## src/hdl/gicu_pkg.sv

```systemverilog
// Shared types, widths and codes for the grid interest cell update block.
// Used by gicu_divider and grid_interest_cell_update_unit; depends on nothing.
package gicu_pkg;

  // Field widths
  localparam int COORD_BITS  = 24;
  localparam int CELL_BITS   = 23;  // cell size and radius
  localparam int FUNC_BITS   = 2;
  localparam int KIND_BITS   = 2;
  localparam int CHANGE_BITS = 2;

  // Largest rectangle edge in cells
  localparam int MAX_SPAN = 4;

  // Numerator (position +/- radius) and signed quotient widths
  localparam int NUM_W = ((COORD_BITS > CELL_BITS) ? COORD_BITS : CELL_BITS + 1) + 1;
  localparam int QW    = NUM_W + 1;

  // Rectangle edge counts and result counts
  localparam int SPAN_W = $clog2(MAX_SPAN + 1);
  localparam int CNT_W  = $clog2(2 * MAX_SPAN * MAX_SPAN + 1);

  // Stream payload widths, padded to whole bytes
  localparam int IN_RAW_W   = CELL_BITS + 4 * COORD_BITS;
  localparam int IN_DATA_W  = ((IN_RAW_W + 7) / 8) * 8;
  localparam int OUT_RAW_W  = 2 * COORD_BITS + 2 + CHANGE_BITS;
  localparam int OUT_DATA_W = ((OUT_RAW_W + 7) / 8) * 8;

  localparam logic [CELL_BITS-1:0] CELL_SIZE_RESET = CELL_BITS'(256);

  // Request operations
  localparam logic [FUNC_BITS-1:0] FUNC_INSERT = 2'd0;
  localparam logic [FUNC_BITS-1:0] FUNC_REMOVE = 2'd1;
  localparam logic [FUNC_BITS-1:0] FUNC_MOVE   = 2'd2;

  // Result kinds
  localparam logic [KIND_BITS-1:0] K_INSERT = 2'd0;
  localparam logic [KIND_BITS-1:0] K_UPDATE = 2'd1;
  localparam logic [KIND_BITS-1:0] K_REMOVE = 2'd2;
  localparam logic [KIND_BITS-1:0] K_ERROR  = 2'd3;

  // Centre cell change codes
  localparam logic [CHANGE_BITS-1:0] CHG_NONE = 2'd0;
  localparam logic [CHANGE_BITS-1:0] CHG_DROP = 2'd1;
  localparam logic [CHANGE_BITS-1:0] CHG_TAKE = 2'd2;

  // Quotient slots: one set for the new position, one for the old
  localparam int SET_SIZE = 6;
  localparam int NQ       = 2 * SET_SIZE;
  localparam int QI_W     = $clog2(NQ);
  localparam int Q_BC     = 0;  // floor((x - r) / cs)
  localparam int Q_BR     = 1;  // floor((z - r) / cs)
  localparam int Q_EC     = 2;  // floor((x + r) / cs)
  localparam int Q_ER     = 3;  // floor((z + r) / cs)
  localparam int Q_CX     = 4;  // floor(x / cs)
  localparam int Q_CZ     = 5;  // floor(z / cs)
  localparam int OLD_BASE = SET_SIZE;

  typedef logic signed [QW-1:0] cell_idx_t;

  typedef struct packed {
    logic                    start;
    logic signed [NUM_W-1:0] numer;
  } div_req_t;

  typedef struct packed {
    logic      done;
    cell_idx_t quo;
  } div_rsp_t;

endpackage

```

## src/hdl/gicu_divider.sv

```systemverilog
// Signed floor divider by the cell size, one quotient bit per cycle (restoring).
// Depends on gicu_pkg.
module gicu_divider (
  input  logic                           clk,
  input  logic                           rst,
  input  gicu_pkg::div_req_t             req,
  input  logic [gicu_pkg::CELL_BITS-1:0] divisor,
  output gicu_pkg::div_rsp_t             rsp
);
  import gicu_pkg::*;

  localparam int MAG_W  = NUM_W;
  localparam int STEP_W = $clog2(MAG_W);

  localparam logic [1:0] D_IDLE = 2'd0;
  localparam logic [1:0] D_RUN  = 2'd1;
  localparam logic [1:0] D_FIX  = 2'd2;

  logic [1:0]           state;
  logic [STEP_W-1:0]    step;
  logic [MAG_W-1:0]     dq;
  logic [CELL_BITS-1:0] acc;
  logic                 neg;
  logic [CELL_BITS:0]   shifted;
  logic [CELL_BITS+1:0] diff;
  logic                 fits;
  logic [MAG_W-1:0]     mag;
  logic [QW-1:0]        qx;

  // Trial subtract and operand magnitude
  always_comb begin
    shifted = {acc, dq[MAG_W-1]};
    diff    = {1'b0, shifted} - {2'b00, divisor};
    fits    = !diff[CELL_BITS+1];
    mag     = req.numer[NUM_W-1] ? $unsigned(-req.numer) : $unsigned(req.numer);
    qx      = {1'b0, dq};
  end

  // Sequence: load, shift-subtract per bit, then fix the sign toward minus infinity
  always_ff @(posedge clk) begin
    if (rst) begin
      state    <= D_IDLE;
      rsp.done <= 1'b0;
    end else begin
      rsp.done <= (state == D_FIX);
      unique case (state)
        D_IDLE: begin
          if (req.start) begin
            dq    <= mag;
            acc   <= '0;
            neg   <= req.numer[NUM_W-1];
            step  <= '0;
            state <= D_RUN;
          end
        end
        D_RUN: begin
          acc  <= fits ? diff[CELL_BITS-1:0] : shifted[CELL_BITS-1:0];
          dq   <= {dq[MAG_W-2:0], fits};
          step <= step + STEP_W'(1);
          if (step == STEP_W'(MAG_W - 1)) begin
            state <= D_FIX;
          end
        end
        D_FIX: begin
          // floor of a negative ratio: -q when exact, else -q - 1 (= ~q)
          if (neg) begin
            rsp.quo <= (acc != '0) ? ~qx : ~qx + QW'(1);
          end else begin
            rsp.quo <= qx;
          end
          state <= D_IDLE;
        end
        default: begin
          state <= D_IDLE;
        end
      endcase
    end
  end

endmodule

```

## src/hdl/grid_interest_cell_update_unit.sv

```systemverilog
// Grid interest cell update: takes one insert, remove or move request at a time on the
// slave stream and lists the affected grid cells on the master stream, row-major, with
// tlast on the final result of the request (a rectangle wider than four cells yields a
// single error result instead). The cell size register is written over the cfg channel,
// which is always ready; write it only between requests. Each request goes through one
// shared restoring divider that yields one quotient bit per cycle: insert and remove need
// 6 floor divisions, a move needs 12. After that the block checks the spans and then
// scans one cell per cycle, up to 16 for insert or remove and up to 48 for a move, except
// while a result is held up by the master side. s_axis_tready is high only while no
// request is in progress. An operation code of 3 is accepted and gives no result.
// Depends on gicu_pkg and gicu_divider.
module grid_interest_cell_update_unit (
  input  logic                            clk,
  input  logic                            rst,
  // Cell size register write
  input  logic                            cfg_valid,
  output logic                            cfg_ready,
  input  logic [gicu_pkg::CELL_BITS-1:0]  cfg_data,
  // Requests
  input  logic                            s_axis_tvalid,
  output logic                            s_axis_tready,
  // tdata, low to high: radius[23], pos_x[24], pos_z[24], old_x[24], old_z[24], zero pad
  input  logic [gicu_pkg::IN_DATA_W-1:0]  s_axis_tdata,
  // tuser: func
  input  logic [gicu_pkg::FUNC_BITS-1:0]  s_axis_tuser,
  // Results
  output logic                            m_axis_tvalid,
  input  logic                            m_axis_tready,
  // tdata, low to high: cell_row[24], cell_column[24], master, prev_master,
  // master_change[2], zero pad
  output logic [gicu_pkg::OUT_DATA_W-1:0] m_axis_tdata,
  // tuser: kind
  output logic [gicu_pkg::KIND_BITS-1:0]  m_axis_tuser,
  output logic                            m_axis_tlast
);
  import gicu_pkg::*;

  localparam int RAD_LSB = 0;
  localparam int PX_LSB  = RAD_LSB + CELL_BITS;
  localparam int PZ_LSB  = PX_LSB + COORD_BITS;
  localparam int OX_LSB  = PZ_LSB + COORD_BITS;
  localparam int OZ_LSB  = OX_LSB + COORD_BITS;

  localparam logic [2:0] S_IDLE     = 3'd0;
  localparam logic [2:0] S_DIV_GO   = 3'd1;
  localparam logic [2:0] S_DIV_WAIT = 3'd2;
  localparam logic [2:0] S_CHECK    = 3'd3;
  localparam logic [2:0] S_PLAN     = 3'd4;
  localparam logic [2:0] S_SCAN     = 3'd5;

  localparam logic [1:0] PH_NEW    = 2'd0;
  localparam logic [1:0] PH_SHARED = 2'd1;
  localparam logic [1:0] PH_OLD    = 2'd2;

  logic [2:0]                    state;
  logic [1:0]                    phase;
  logic [CELL_BITS-1:0]          cell_size;

  // Latched request
  logic [FUNC_BITS-1:0]          func;
  logic [CELL_BITS-1:0]          radius;
  logic signed [COORD_BITS-1:0]  pos_x;
  logic signed [COORD_BITS-1:0]  pos_z;
  logic signed [COORD_BITS-1:0]  old_x;
  logic signed [COORD_BITS-1:0]  old_z;
  logic                          is_move;
  logic                          func_known;

  // Division sequencing
  logic [QI_W-1:0]               k;
  logic [QI_W-1:0]               last_k;
  logic [QI_W-1:0]               rel;
  logic                          k_old;
  logic signed [COORD_BITS-1:0]  base;
  logic signed [NUM_W-1:0]       base_ext;
  logic signed [NUM_W-1:0]       rad_ext;
  logic signed [NUM_W-1:0]       numer;
  logic [CELL_BITS-1:0]          divisor;
  div_req_t                      div_req;
  div_rsp_t                      div_rsp;
  cell_idx_t                     quot [NQ];

  // Rectangles and centre cells, inclusive ends
  cell_idx_t nw_bc, nw_br, nw_ec, nw_er, nw_cx, nw_cz;
  cell_idx_t od_bc, od_br, od_ec, od_er, od_cx, od_cz;

  // Span check and overlap
  cell_idx_t                     wnc, wnr, woc, wor_d;
  cell_idx_t                     lo_c, hi_c, lo_r, hi_r;
  cell_idx_t                     ovc_d, ovr_d;
  cell_idx_t                     span_lim;
  logic                          err_c;
  logic                          span_err;
  logic                          migrate;
  logic [SPAN_W-1:0]             wn_c, wn_r, wo_c, wo_r, ov_c, ov_r;
  logic                          ov_c_ok, ov_r_ok;
  logic [CNT_W-1:0]              wdn_c, wdn_r, wdo_c, wdo_r, ic, ir;
  logic [CNT_W-1:0]              area_n, area_o, area_i, total_c;
  logic [CNT_W-1:0]              total;
  logic [CNT_W-1:0]              nout;

  // Cell scan
  cell_idx_t                     row, col;
  cell_idx_t cu_bc, cu_ec, cu_er;
  cell_idx_t ot_bc, ot_br, ot_ec, ot_er;
  logic                          in_other;
  logic                          hit_new, hit_old;
  logic                          want;
  logic                          out_free;
  logic                          advance;
  logic                          col_end, row_end;
  logic [KIND_BITS-1:0]          kind_s;
  logic                          master_s, prev_master_s, last_s;
  logic [CHANGE_BITS-1:0]        change_s;

  // Output register
  logic [KIND_BITS-1:0]          m_kind;
  logic [COORD_BITS-1:0]         m_row, m_col;
  logic                          m_master, m_prev_master, m_last;
  logic [CHANGE_BITS-1:0]        m_change;
  logic                          out_load;

  assign cfg_ready     = 1'b1;
  assign s_axis_tready = (state == S_IDLE);
  assign m_axis_tdata  = OUT_DATA_W'({m_change, m_prev_master, m_master, m_col, m_row});
  assign m_axis_tuser  = m_kind;
  assign m_axis_tlast  = m_last;

  assign is_move    = (func == FUNC_MOVE);
  assign func_known = (s_axis_tuser == FUNC_INSERT) || (s_axis_tuser == FUNC_REMOVE) ||
                      (s_axis_tuser == FUNC_MOVE);
  assign last_k     = is_move ? QI_W'(NQ - 1) : QI_W'(SET_SIZE - 1);

  // Pick the numerator for slot k: coordinate, minus or plus radius
  always_comb begin
    k_old    = (k >= QI_W'(OLD_BASE));
    rel      = k_old ? k - QI_W'(OLD_BASE) : k;
    if (rel == QI_W'(Q_BR) || rel == QI_W'(Q_ER) || rel == QI_W'(Q_CZ)) begin
      base = k_old ? old_z : pos_z;
    end else begin
      base = k_old ? old_x : pos_x;
    end
    base_ext = NUM_W'(base);
    rad_ext  = NUM_W'(radius);
    if (rel == QI_W'(Q_BC) || rel == QI_W'(Q_BR)) begin
      numer = base_ext - rad_ext;
    end else if (rel == QI_W'(Q_EC) || rel == QI_W'(Q_ER)) begin
      numer = base_ext + rad_ext;
    end else begin
      numer = base_ext;
    end
  end

  assign divisor       = (cell_size == '0) ? CELL_BITS'(1) : cell_size;
  assign div_req.start = (state == S_DIV_GO);
  assign div_req.numer = numer;

  gicu_divider u_div (
    .clk     (clk),
    .rst     (rst),
    .req     (div_req),
    .divisor (divisor),
    .rsp     (div_rsp)
  );

  assign nw_bc = quot[Q_BC];
  assign nw_br = quot[Q_BR];
  assign nw_ec = quot[Q_EC];
  assign nw_er = quot[Q_ER];
  assign nw_cx = quot[Q_CX];
  assign nw_cz = quot[Q_CZ];
  assign od_bc = quot[OLD_BASE + Q_BC];
  assign od_br = quot[OLD_BASE + Q_BR];
  assign od_ec = quot[OLD_BASE + Q_EC];
  assign od_er = quot[OLD_BASE + Q_ER];
  assign od_cx = quot[OLD_BASE + Q_CX];
  assign od_cz = quot[OLD_BASE + Q_CZ];

  // Span check and overlap bounds
  always_comb begin
    span_lim = cell_idx_t'(MAX_SPAN);
    wnc      = nw_ec - nw_bc;
    wnr      = nw_er - nw_br;
    woc      = od_ec - od_bc;
    wor_d    = od_er - od_br;
    err_c    = (wnc >= span_lim) || (wnr >= span_lim) ||
               (is_move && ((woc >= span_lim) || (wor_d >= span_lim)));
    lo_c     = (nw_bc > od_bc) ? nw_bc : od_bc;
    hi_c     = (nw_ec < od_ec) ? nw_ec : od_ec;
    lo_r     = (nw_br > od_br) ? nw_br : od_br;
    hi_r     = (nw_er < od_er) ? nw_er : od_er;
    ovc_d    = hi_c - lo_c;
    ovr_d    = hi_r - lo_r;
  end

  // Result count: new area, plus old area less the overlap for a move
  always_comb begin
    wdn_c   = CNT_W'(wn_c) + CNT_W'(1);
    wdn_r   = CNT_W'(wn_r) + CNT_W'(1);
    wdo_c   = CNT_W'(wo_c) + CNT_W'(1);
    wdo_r   = CNT_W'(wo_r) + CNT_W'(1);
    ic      = ov_c_ok ? CNT_W'(ov_c) + CNT_W'(1) : '0;
    ir      = ov_r_ok ? CNT_W'(ov_r) + CNT_W'(1) : '0;
    area_n  = CNT_W'(wdn_c * wdn_r);
    area_o  = CNT_W'(wdo_c * wdo_r);
    area_i  = CNT_W'(ic * ir);
    total_c = is_move ? area_n + area_o - area_i : area_n;
  end

  // Scan: current rectangle, the other one, and what to say about this cell
  always_comb begin
    if (phase == PH_NEW) begin
      cu_bc = nw_bc; cu_ec = nw_ec; cu_er = nw_er;
      ot_bc = od_bc; ot_br = od_br; ot_ec = od_ec; ot_er = od_er;
    end else begin
      cu_bc = od_bc; cu_ec = od_ec; cu_er = od_er;
      ot_bc = nw_bc; ot_br = nw_br; ot_ec = nw_ec; ot_er = nw_er;
    end
    in_other = (row >= ot_br) && (row <= ot_er) && (col >= ot_bc) && (col <= ot_ec);
    hit_new  = (row == nw_cz) && (col == nw_cx);
    hit_old  = (row == od_cz) && (col == od_cx);
    unique case (phase)
      PH_NEW: begin
        want   = !is_move || !in_other;
        kind_s = (func == FUNC_REMOVE) ? K_REMOVE : K_INSERT;
      end
      PH_SHARED: begin
        want   = in_other;
        kind_s = K_UPDATE;
      end
      default: begin
        want   = !in_other;
        kind_s = K_REMOVE;
      end
    endcase
    master_s      = (phase == PH_OLD) ? hit_old : hit_new;
    prev_master_s = (phase == PH_SHARED) && hit_old;
    if (phase == PH_SHARED && migrate) begin
      change_s = hit_old ? CHG_DROP : (hit_new ? CHG_TAKE : CHG_NONE);
    end else begin
      change_s = CHG_NONE;
    end
    last_s   = (CNT_W'(nout + CNT_W'(1)) == total);
    out_free = !m_axis_tvalid || m_axis_tready;
    advance  = !want || out_free;
    col_end  = (col == cu_ec);
    row_end  = (row == cu_er);
  end

  // Load the output register this cycle
  assign out_load = ((state == S_PLAN) && span_err && out_free) ||
                    ((state == S_SCAN) && advance && want);

  // Sequencer
  always_ff @(posedge clk) begin
    if (rst) begin
      state         <= S_IDLE;
      m_axis_tvalid <= 1'b0;
      cell_size     <= CELL_SIZE_RESET;
    end else begin
      if (cfg_valid) begin
        cell_size <= cfg_data;
      end
      if (m_axis_tvalid && m_axis_tready && !out_load) begin
        m_axis_tvalid <= 1'b0;
      end
      unique case (state)
        S_IDLE: begin
          if (s_axis_tvalid) begin
            func   <= s_axis_tuser;
            radius <= s_axis_tdata[RAD_LSB +: CELL_BITS];
            pos_x  <= s_axis_tdata[PX_LSB +: COORD_BITS];
            pos_z  <= s_axis_tdata[PZ_LSB +: COORD_BITS];
            old_x  <= s_axis_tdata[OX_LSB +: COORD_BITS];
            old_z  <= s_axis_tdata[OZ_LSB +: COORD_BITS];
            k      <= '0;
            state  <= func_known ? S_DIV_GO : S_IDLE;
          end
        end
        S_DIV_GO: begin
          state <= S_DIV_WAIT;
        end
        S_DIV_WAIT: begin
          if (div_rsp.done) begin
            quot[k] <= div_rsp.quo;
            if (k == last_k) begin
              state <= S_CHECK;
            end else begin
              k     <= k + QI_W'(1);
              state <= S_DIV_GO;
            end
          end
        end
        S_CHECK: begin
          span_err <= err_c;
          migrate  <= (nw_cx != od_cx) || (nw_cz != od_cz);
          wn_c     <= wnc[SPAN_W-1:0];
          wn_r     <= wnr[SPAN_W-1:0];
          wo_c     <= woc[SPAN_W-1:0];
          wo_r     <= wor_d[SPAN_W-1:0];
          ov_c     <= ovc_d[SPAN_W-1:0];
          ov_r     <= ovr_d[SPAN_W-1:0];
          ov_c_ok  <= (hi_c >= lo_c);
          ov_r_ok  <= (hi_r >= lo_r);
          state    <= S_PLAN;
        end
        S_PLAN: begin
          if (span_err) begin
            // single error result
            if (out_free) begin
              m_axis_tvalid <= 1'b1;
              m_kind        <= K_ERROR;
              m_row         <= '0;
              m_col         <= '0;
              m_master      <= 1'b0;
              m_prev_master <= 1'b0;
              m_change      <= CHG_NONE;
              m_last        <= 1'b1;
              state         <= S_IDLE;
            end
          end else begin
            total <= total_c;
            nout  <= '0;
            phase <= PH_NEW;
            row   <= nw_br;
            col   <= nw_bc;
            state <= S_SCAN;
          end
        end
        S_SCAN: begin
          if (advance) begin
            // emit this cell if it belongs to the current group
            if (want) begin
              m_axis_tvalid <= 1'b1;
              m_kind        <= kind_s;
              m_row         <= row[COORD_BITS-1:0];
              m_col         <= col[COORD_BITS-1:0];
              m_master      <= master_s;
              m_prev_master <= prev_master_s;
              m_change      <= change_s;
              m_last        <= last_s;
              nout          <= nout + CNT_W'(1);
            end
            // step to the next cell, rectangle or group
            if (!col_end) begin
              col <= col + cell_idx_t'(1);
            end else if (!row_end) begin
              col <= cu_bc;
              row <= row + cell_idx_t'(1);
            end else if (phase == PH_NEW && is_move) begin
              phase <= PH_SHARED;
              row   <= od_br;
              col   <= od_bc;
            end else if (phase == PH_SHARED) begin
              phase <= PH_OLD;
              row   <= od_br;
              col   <= od_bc;
            end else begin
              state <= S_IDLE;
            end
          end
        end
        default: begin
          state <= S_IDLE;
        end
      endcase
    end
  end

`ifndef SYNTH
  a_count_bound: assert property (@(posedge clk) disable iff (rst)
    (state == S_SCAN) |-> (nout <= total))
    else $error("more cell results than planned");

  a_count_done: assert property (@(posedge clk) disable iff (rst)
    (state == S_SCAN) ##1 (state == S_IDLE) |-> (nout == total))
    else $error("scan ended before all planned results were sent");

  a_error_alone: assert property (@(posedge clk) disable iff (rst)
    (m_axis_tvalid && (m_axis_tuser == K_ERROR)) |-> (m_axis_tlast && (m_change == CHG_NONE)))
    else $error("span error result not marked last");

  a_div_expected: assert property (@(posedge clk) disable iff (rst)
    div_rsp.done |-> (state == S_DIV_WAIT))
    else $error("divider finished with no division pending");
`endif

endmodule
```

## config.mk

```make
export PLATFORM = sky130hd
export DESIGN_NAME = grid_interest_cell_update_unit
export DESIGN_NICKNAME = d
export VERILOG_FILES = /design/src/hdl/gicu_pkg.sv /design/src/hdl/gicu_divider.sv /design/src/hdl/grid_interest_cell_update_unit.sv
export SDC_FILE = /design/constraint.sdc
export NUM_CORES = 2
export LEC_CHECK = 0
export ABC_AREA = 1
export BUFFER_PORTS_ARGS = -buffer_cell sky130_fd_sc_hd__buf_2
export CORE_ASPECT_RATIO = 0.9
export CORE_UTILIZATION = 35
export DETAILED_ROUTE_END_ITERATION = 6
export PLACE_DENSITY = 0.5
export SYNTH_ARGS = -nofsm -noshare
export SYNTH_HDL_FRONTEND = slang
export SYNTH_SLANG_ARGS = --single-unit
```

## constraint.sdc

```tcl
create_clock -name clk -period 13.6 [get_ports clk]
set_input_delay 1.36 -clock clk [delete_from_list [all_inputs] [get_ports clk]]
set_output_delay 1.36 -clock clk [all_outputs]
set_load 0.005 [all_outputs]
```

**Word-level counts from Yosys, hierarchy flattened**

Memory sizes are Yosys's and may differ from the RTL's.
Cells that the tools add are included.

- Register bits: 378
- Bits in latches: 0
- Bits in writable memories: 312
- Memory bits (read-only): 0
- Bits of input ports: 150
- Output and inout port bits: 62
- Memories: 1

- Add/sub/neg operators: 25
- Multiply operators: 3
- Div/mod/pow operators: 0
- $lt $le $gt $ge: 15
- Eq/ne operators: 46
- Shifts and indexed selects: 0
- Multiplexer cells: 124
- Bitwise operators: 3
- Reductions and logical operators: 59

Memories:

| name | words | bits a word | rd ports | clocked after Yosys merged registers in | wr ports | line | RTL |
|---|---|---|---|---|---|---|---|
| quot | 12 | 26 | 12 | 0 | 1 | grid_interest_cell_update_unit.sv:81 | `cell_idx_t quot [NQ];` |

Operators with widths:

| cell | count |
|---|---|
| $mux W26 | 24 |
| $mux W24 | 9 |
| $eq A26 B26 Y1 | 6 |
| $mux W25 | 5 |
| $ge A26 B26 Y1 | 4 |
| $ge A26 B4 Y1 const B | 4 |
| $pmux W26 S2 | 2 |
| $sub A26 B26 Y26 | 4 |
| $pmux W24 S2 | 2 |
| $mux W23 | 3 |
| $add A26 B2 Y26 const B | 2 |
| $gt A26 B26 Y1 | 2 |
| $le A26 B26 Y1 | 2 |
| $lt A26 B26 Y1 | 2 |
| $ne A26 B26 Y1 | 2 |
| $pmux W25 S2 | 1 |
| $pmux W23 S2 | 1 |
| $mux W2 | 21 |
| $mux W4 | 7 |
| $mux W3 | 9 |
| $add A26 B1 Y26 const B | 1 |
| $not A25 Y26 | 1 |
| $add A24 B24 Y25 | 1 |
| $neg A25 Y25 | 1 |
| other kinds (54) | 159 |

**Longest topological paths before layout**

- Depth after elaboration: 20
- Depth in mapped cells: 35
- Depth with buffers taken out: 33

**Cells and area by module**

Synthesis repeated with hierarchy kept, for this count alone.

- Cell total of the unflattened synthesis: 6375
- Area, all modules: 51725.9 µm²

Modules (own cells, without submodules):

| module | instances | cells each | area each (µm²) | sequential area each (µm²) |
|---|---|---|---|---|
| grid_interest_cell_update_unit | 1 | 5443 | 45163.3 | 17957.2 |
| gicu_divider | 1 | 932 | 6562.5 | 2462.4 |

**Worst setup path after synthesis**

No wires, ideal clock.

- Path kind: in2reg
- Start: input rst
- End: register func[0] (enable)
- Setup time: 0.898 ns
- Arrival time: 12.824 ns
- Slack: -0.122 ns
- Stages on the path: 1
- Buffers on the path: 0
- Cell sequence: nor4_1

- Cells in the longest elaborated chain, start to end: 2

Ends and longest elaborated chain:

| element | line | RTL |
|---|---|---|
| start, declared | grid_interest_cell_update_unit.sv:14 | `input logic rst,` |
| $not A1 Y1 (no line) | -- |  |
| $reduce_and A3 Y1 (no line) | -- |  |
| end signal, assigned | grid_interest_cell_update_unit.sv:270 | `func <= s_axis_tuser;` |
| end, declared | grid_interest_cell_update_unit.sv:60 | `logic [FUNC_BITS-1:0] func;` |

No other way between the ends.
A chain may end at the register's enable or synchronous reset.

**Final worst setup path**

- Start: register wn_c[0]
- End: register total[5] (data pin)

- Cells in the longest elaborated chain, start to end: 5

Ends and longest elaborated chain:

| element | line | RTL |
|---|---|---|
| start, declared | grid_interest_cell_update_unit.sv:95 | `logic [SPAN_W-1:0] wn_c, wn_r, wo_c, wo_r, ov_c, ov_r;` |
| start signal, assigned | grid_interest_cell_update_unit.sv:297 | `wn_c <= wnc[SPAN_W-1:0];` |
| $add A3 B1 Y4 * | grid_interest_cell_update_unit.sv:198 | `wdn_c = CNT_W'(wn_c) + CNT_W'(1);` |
| $mul A4 B4 Y6 * | grid_interest_cell_update_unit.sv:204 | `area_n = CNT_W'(wdn_c * wdn_r);` |
| $add A6 B6 Y6 | grid_interest_cell_update_unit.sv:207 | `total_c = is_move ? area_n + area_o - area_i : area_n;` |
| $sub A6 B6 Y6 | grid_interest_cell_update_unit.sv:207 |  |
| $mux W6 * | grid_interest_cell_update_unit.sv:207 |  |
| net total_c[5] | grid_interest_cell_update_unit.sv:98 | `logic [CNT_W-1:0] area_n, area_o, area_i, total_c;` |
| end signal, assigned | grid_interest_cell_update_unit.sv:322 | `total <= total_c;` |
| end, declared | grid_interest_cell_update_unit.sv:99 | `logic [CNT_W-1:0] total;` |

The timed path passes the listed nets; every way through them passes the cells marked *.

==> qor.yml <==
cp.required_ps: 14010
hold_viol_final: 0
avgSynthCellArea_um2: 8.41
htree_levels: 3
worst_setup_path_end_kind: "register"
die_area_um2: 145000
total_leakage_power_nw: 23.5
cp-start-kind: "register"
dpl.hpwl_um: 137000
worst_slew_pin_slew_ps: 1190
cts.clk_slew.worst_paths_ps: 60
use_met2_pct: 37.2
p_per_area_nw_per_um2: 140
r2r_start: "wn_c[0]"
port_buffers: 205
wire_per_inst_um: 21.7
ys_async_sr_fraction_pct: 0
die_h_um: 362
rr_worst_depth: 22
cp.depth: 22
area_growth_pct: 11.2
num_rows: 131
cp_top_family: "adder cells"
grt_pass1_vias: 40200
final_area_um2: 56000
gr-usage-met1_pct: 33.9
cts_resized: 0
worstPathArrival_ps: 7190
finalCritPeriodShare_pct: 49.9
max_cap_viol_count: 0
ir_drop_v: 0.000161
syn_inst: 5992
reg2reg_to: "total[5]"
crit_buf_inv: 3
drc_errors: 0
cts.path.max_buffers: 3
die_x_um: 402
timing.fmax_mhz: 147
synth_edf_count: 660
startpoint: "wn_c[0]"
root_buffer: "clkbuf_16"
worst_path_largest_cell_delay_ps: 560
gp_congestion: 0.930
globalRouteOverflowTotal: 0
busiest_layer: "met2"
placed_area_um2: 53300
synth_seq_area_share_pct: 40.5
synth_area_leader_cell: "edfxtp_1"
grt_max_degree: 91
drtPass1Iterations: 6
crit_path_top_delay_cell: "fa_1"
synth_ff_type: "edfxtp_1"
globalRouteTotalUtil_pct: 23.6
cts.sinks: 690
ys_warn_count: 0
finalWirelength_um: 175000
netlist-cell-type-count: 65
antenna_found_initial: 16
cts_tree: "yes"
post_cts.repair.setup_buffers: 0
multi_input_area_um2: 26700
hold_path_class: "reg -> reg"
use_met3_pct: 3.48
yosys-top-cells-area: "edfxtp_1, ha_1, nand2_1"
finalCriticalPeriod_ps: 6780
crit_path_end: "total[5]"
drtIter0Drc: 3764
crit_chain: "ha_1, inv_1, or2_2, fa_1, fa_1, inv_1, fa_1, xnor2_1, ha_1, fa_1, fa_1, fa_1, inv_1, ha_1, a21oi_1, nand2_1, xnor2_1, xnor2_1, xor2_1, or2_2, nand3_1, xor2_1"
register_area_um2: 20400
vias: 42800
start_util_pct: 35.4
critPathMostFrequentCell: "fa_1"
synthesis.area_um2: 50400
postRouteAntennaNets: 0
report.final.slew_viol_count: 0
setup_viol: 0
relSlewSlack_pct: 20.7
nets: 6793
fin_tns_setup_ps: 0
synth.top_cell.area_share_pct: 39.4
clock_skew_ps: 37.3
worstSkewPairLatency_ps: 690
status: "finished clean"
r2r_slack_ps: 6820
via_per_inst: 5.30
setup_slack_ps: 6820
fin_util_pct: 39.4
cts_hold_buffers: 0
placeableCoreArea_um2: 142000
rsz0062_at_grt: "false"
worstSetupPathType: "reg -> reg"
io_pins: 212
cts_buffers: 83
crit_fanout: 6
synth-seq-cells: 690
finalPower_mw: 7.83
drive_above_1_share_pct: 7.74
dp_slack_ps: 6860
num-fill-cells: 14500
grt_pass1_wl_um: 258000
-- report_power, final --
group,internal (mW),leakage [nW],total (mW),switching [mW]
combinational,0.889,16.0,2.82,1.93
clock,1.29,1.30,2.24,0.941
sequential,2.61,6.25,2.77,0.165
total,4.79,23.5,7.83,3.03
-- kinds of logic (layout without fill, tap and decap cells) --
| kind of cell | Yosys count | in the layout | synth area share, % |
|---|---|---|---|
| adder cells (fa/ha/maj) | 496 | 496 | 12.8 |
| buffers and inverters | 861 | 1079 | 6.77 |
| AO/OA/AOI/OAI | 1135 | 1135 | 12.4 |
| AND/OR/NAND/NOR | 2413 | 2413 | 20.6 |
| XOR/XNOR | 395 | 395 | 6.87 |
| other | 2 | 12 | 0.0149 |
| flip-flops | 690 | 690 | 40.5 |
-- worst register-to-register path, stage by stage (launching register included) --
cell      delay (ps)
edfxtp_1         500
ha_1             350
inv_1             80
or2_2            310
fa_1             510
fa_1             560
inv_1             80
fa_1             430
xnor2_1          310
ha_1             310
fa_1             560
fa_1             450
fa_1             550
inv_1             40
ha_1             330
a21oi_1          150
nand2_1           80
xnor2_1          190
xnor2_1          160
xor2_1           180
or2_2            130
nand3_1           80
xor2_1           180
-- sequential cells by signal, summed over array words and instances, names as in the netlist, 23 cells and up --
| register | cells |
|---|---|
| cell_size | 23 |
| col | 26 |
| m_col | 24 |
| m_row | 24 |
| old_x | 24 |
| old_z | 24 |
| pos_x | 24 |
| pos_z | 24 |
| quot | 312 |
| radius | 23 |
| row | 26 |
| u_div.acc | 23 |
| u_div.dq | 25 |
| u_div.rsp | 27 |
-- metal layers --
metal  share of wire [%]  wire length, µm  vias to the layer above
li1                    -                -                    20900
met1                  47            81800                    20300
met2                  44            76900                     1412
met3                 6.9            12000                      206
met4                 2.5             4390                        8
met5               0.026               46                        -
-- synth_stat cells (32+ instances only) --
library cell / count
nand2_1: 1272
nand4_1: 126
edfxtp_1: 660
a21oi_1: 393
or2_2: 38
nor3_1: 96
xnor2_1: 164
ha_1: 464
xor2_1: 231
nor2_1: 466
fa_1: 32
inv_1: 667
nand3_1: 293
o21ai_0: 504
o211ai_1: 38
nor4_1: 52
clkbuf_1: 113
-- layout make-up --
cell class | count | share of cell area (%)
Antenna cell | 7 | 0.0313
Clock buffer | 115 | 4.16
Clock inverter | 36 | 0.607
Inverter | 685 | 4.60
Multi-Input combinational cell | 4444 | 47.6
Sequential cell | 690 | 36.4
Tap cell | 1862 | 4.16
Timing Repair Buffer | 243 | 2.34
-- worst min path at each step --
stage	from	endpoint	slack (ps)	depth (start not counted)
floorplan	u_div.state[0]	u_div.rsp[26]	420	1
global placement	u_div.state[0]	u_div.rsp[26]	460	1
detailed placement	u_div.state[0]	u_div.rsp[26]	460	1
CTS	u_div.state[0]	u_div.rsp[26]	470	1
global route	u_div.state[0]	u_div.rsp[26]	510	1
finish	u_div.state[0]	u_div.rsp[26]	480	1
-- per-stage QoR --
stage | hold WS, ps | instances
floorplan | 423 | 5995
global placement | 460 | 7924
finish | 481 | 8082
global route | 505 | 8076
detailed placement | 463 | 7924
CTS | 471 | 8075
-- cell usage in the layout (no fill, tap or decap), types with 15 or more instances in the layout --
cell type	n
a21o_1	16
a21oi_1	392
a31oi_1	24
buf_2	205
buf_4	38
clkbuf_1	22
clkbuf_16	86
dfxtp_1	30
edfxtp_1	660
fa_1	32
ha_1	464
inv_1	667
nand2_1	1272
nand3_1	293
nand4_1	126
nor2_1	459
nor3_1	86
nor4_1	51
o211ai_1	38
o21a_1	26
o21ai_0	504
o21ai_1	16
o21bai_1	19
o221ai_1	15
o22ai_1	21
or2_2	38
xnor2_1	164
xor2_1	229
(Power assumes the default switching activity.)
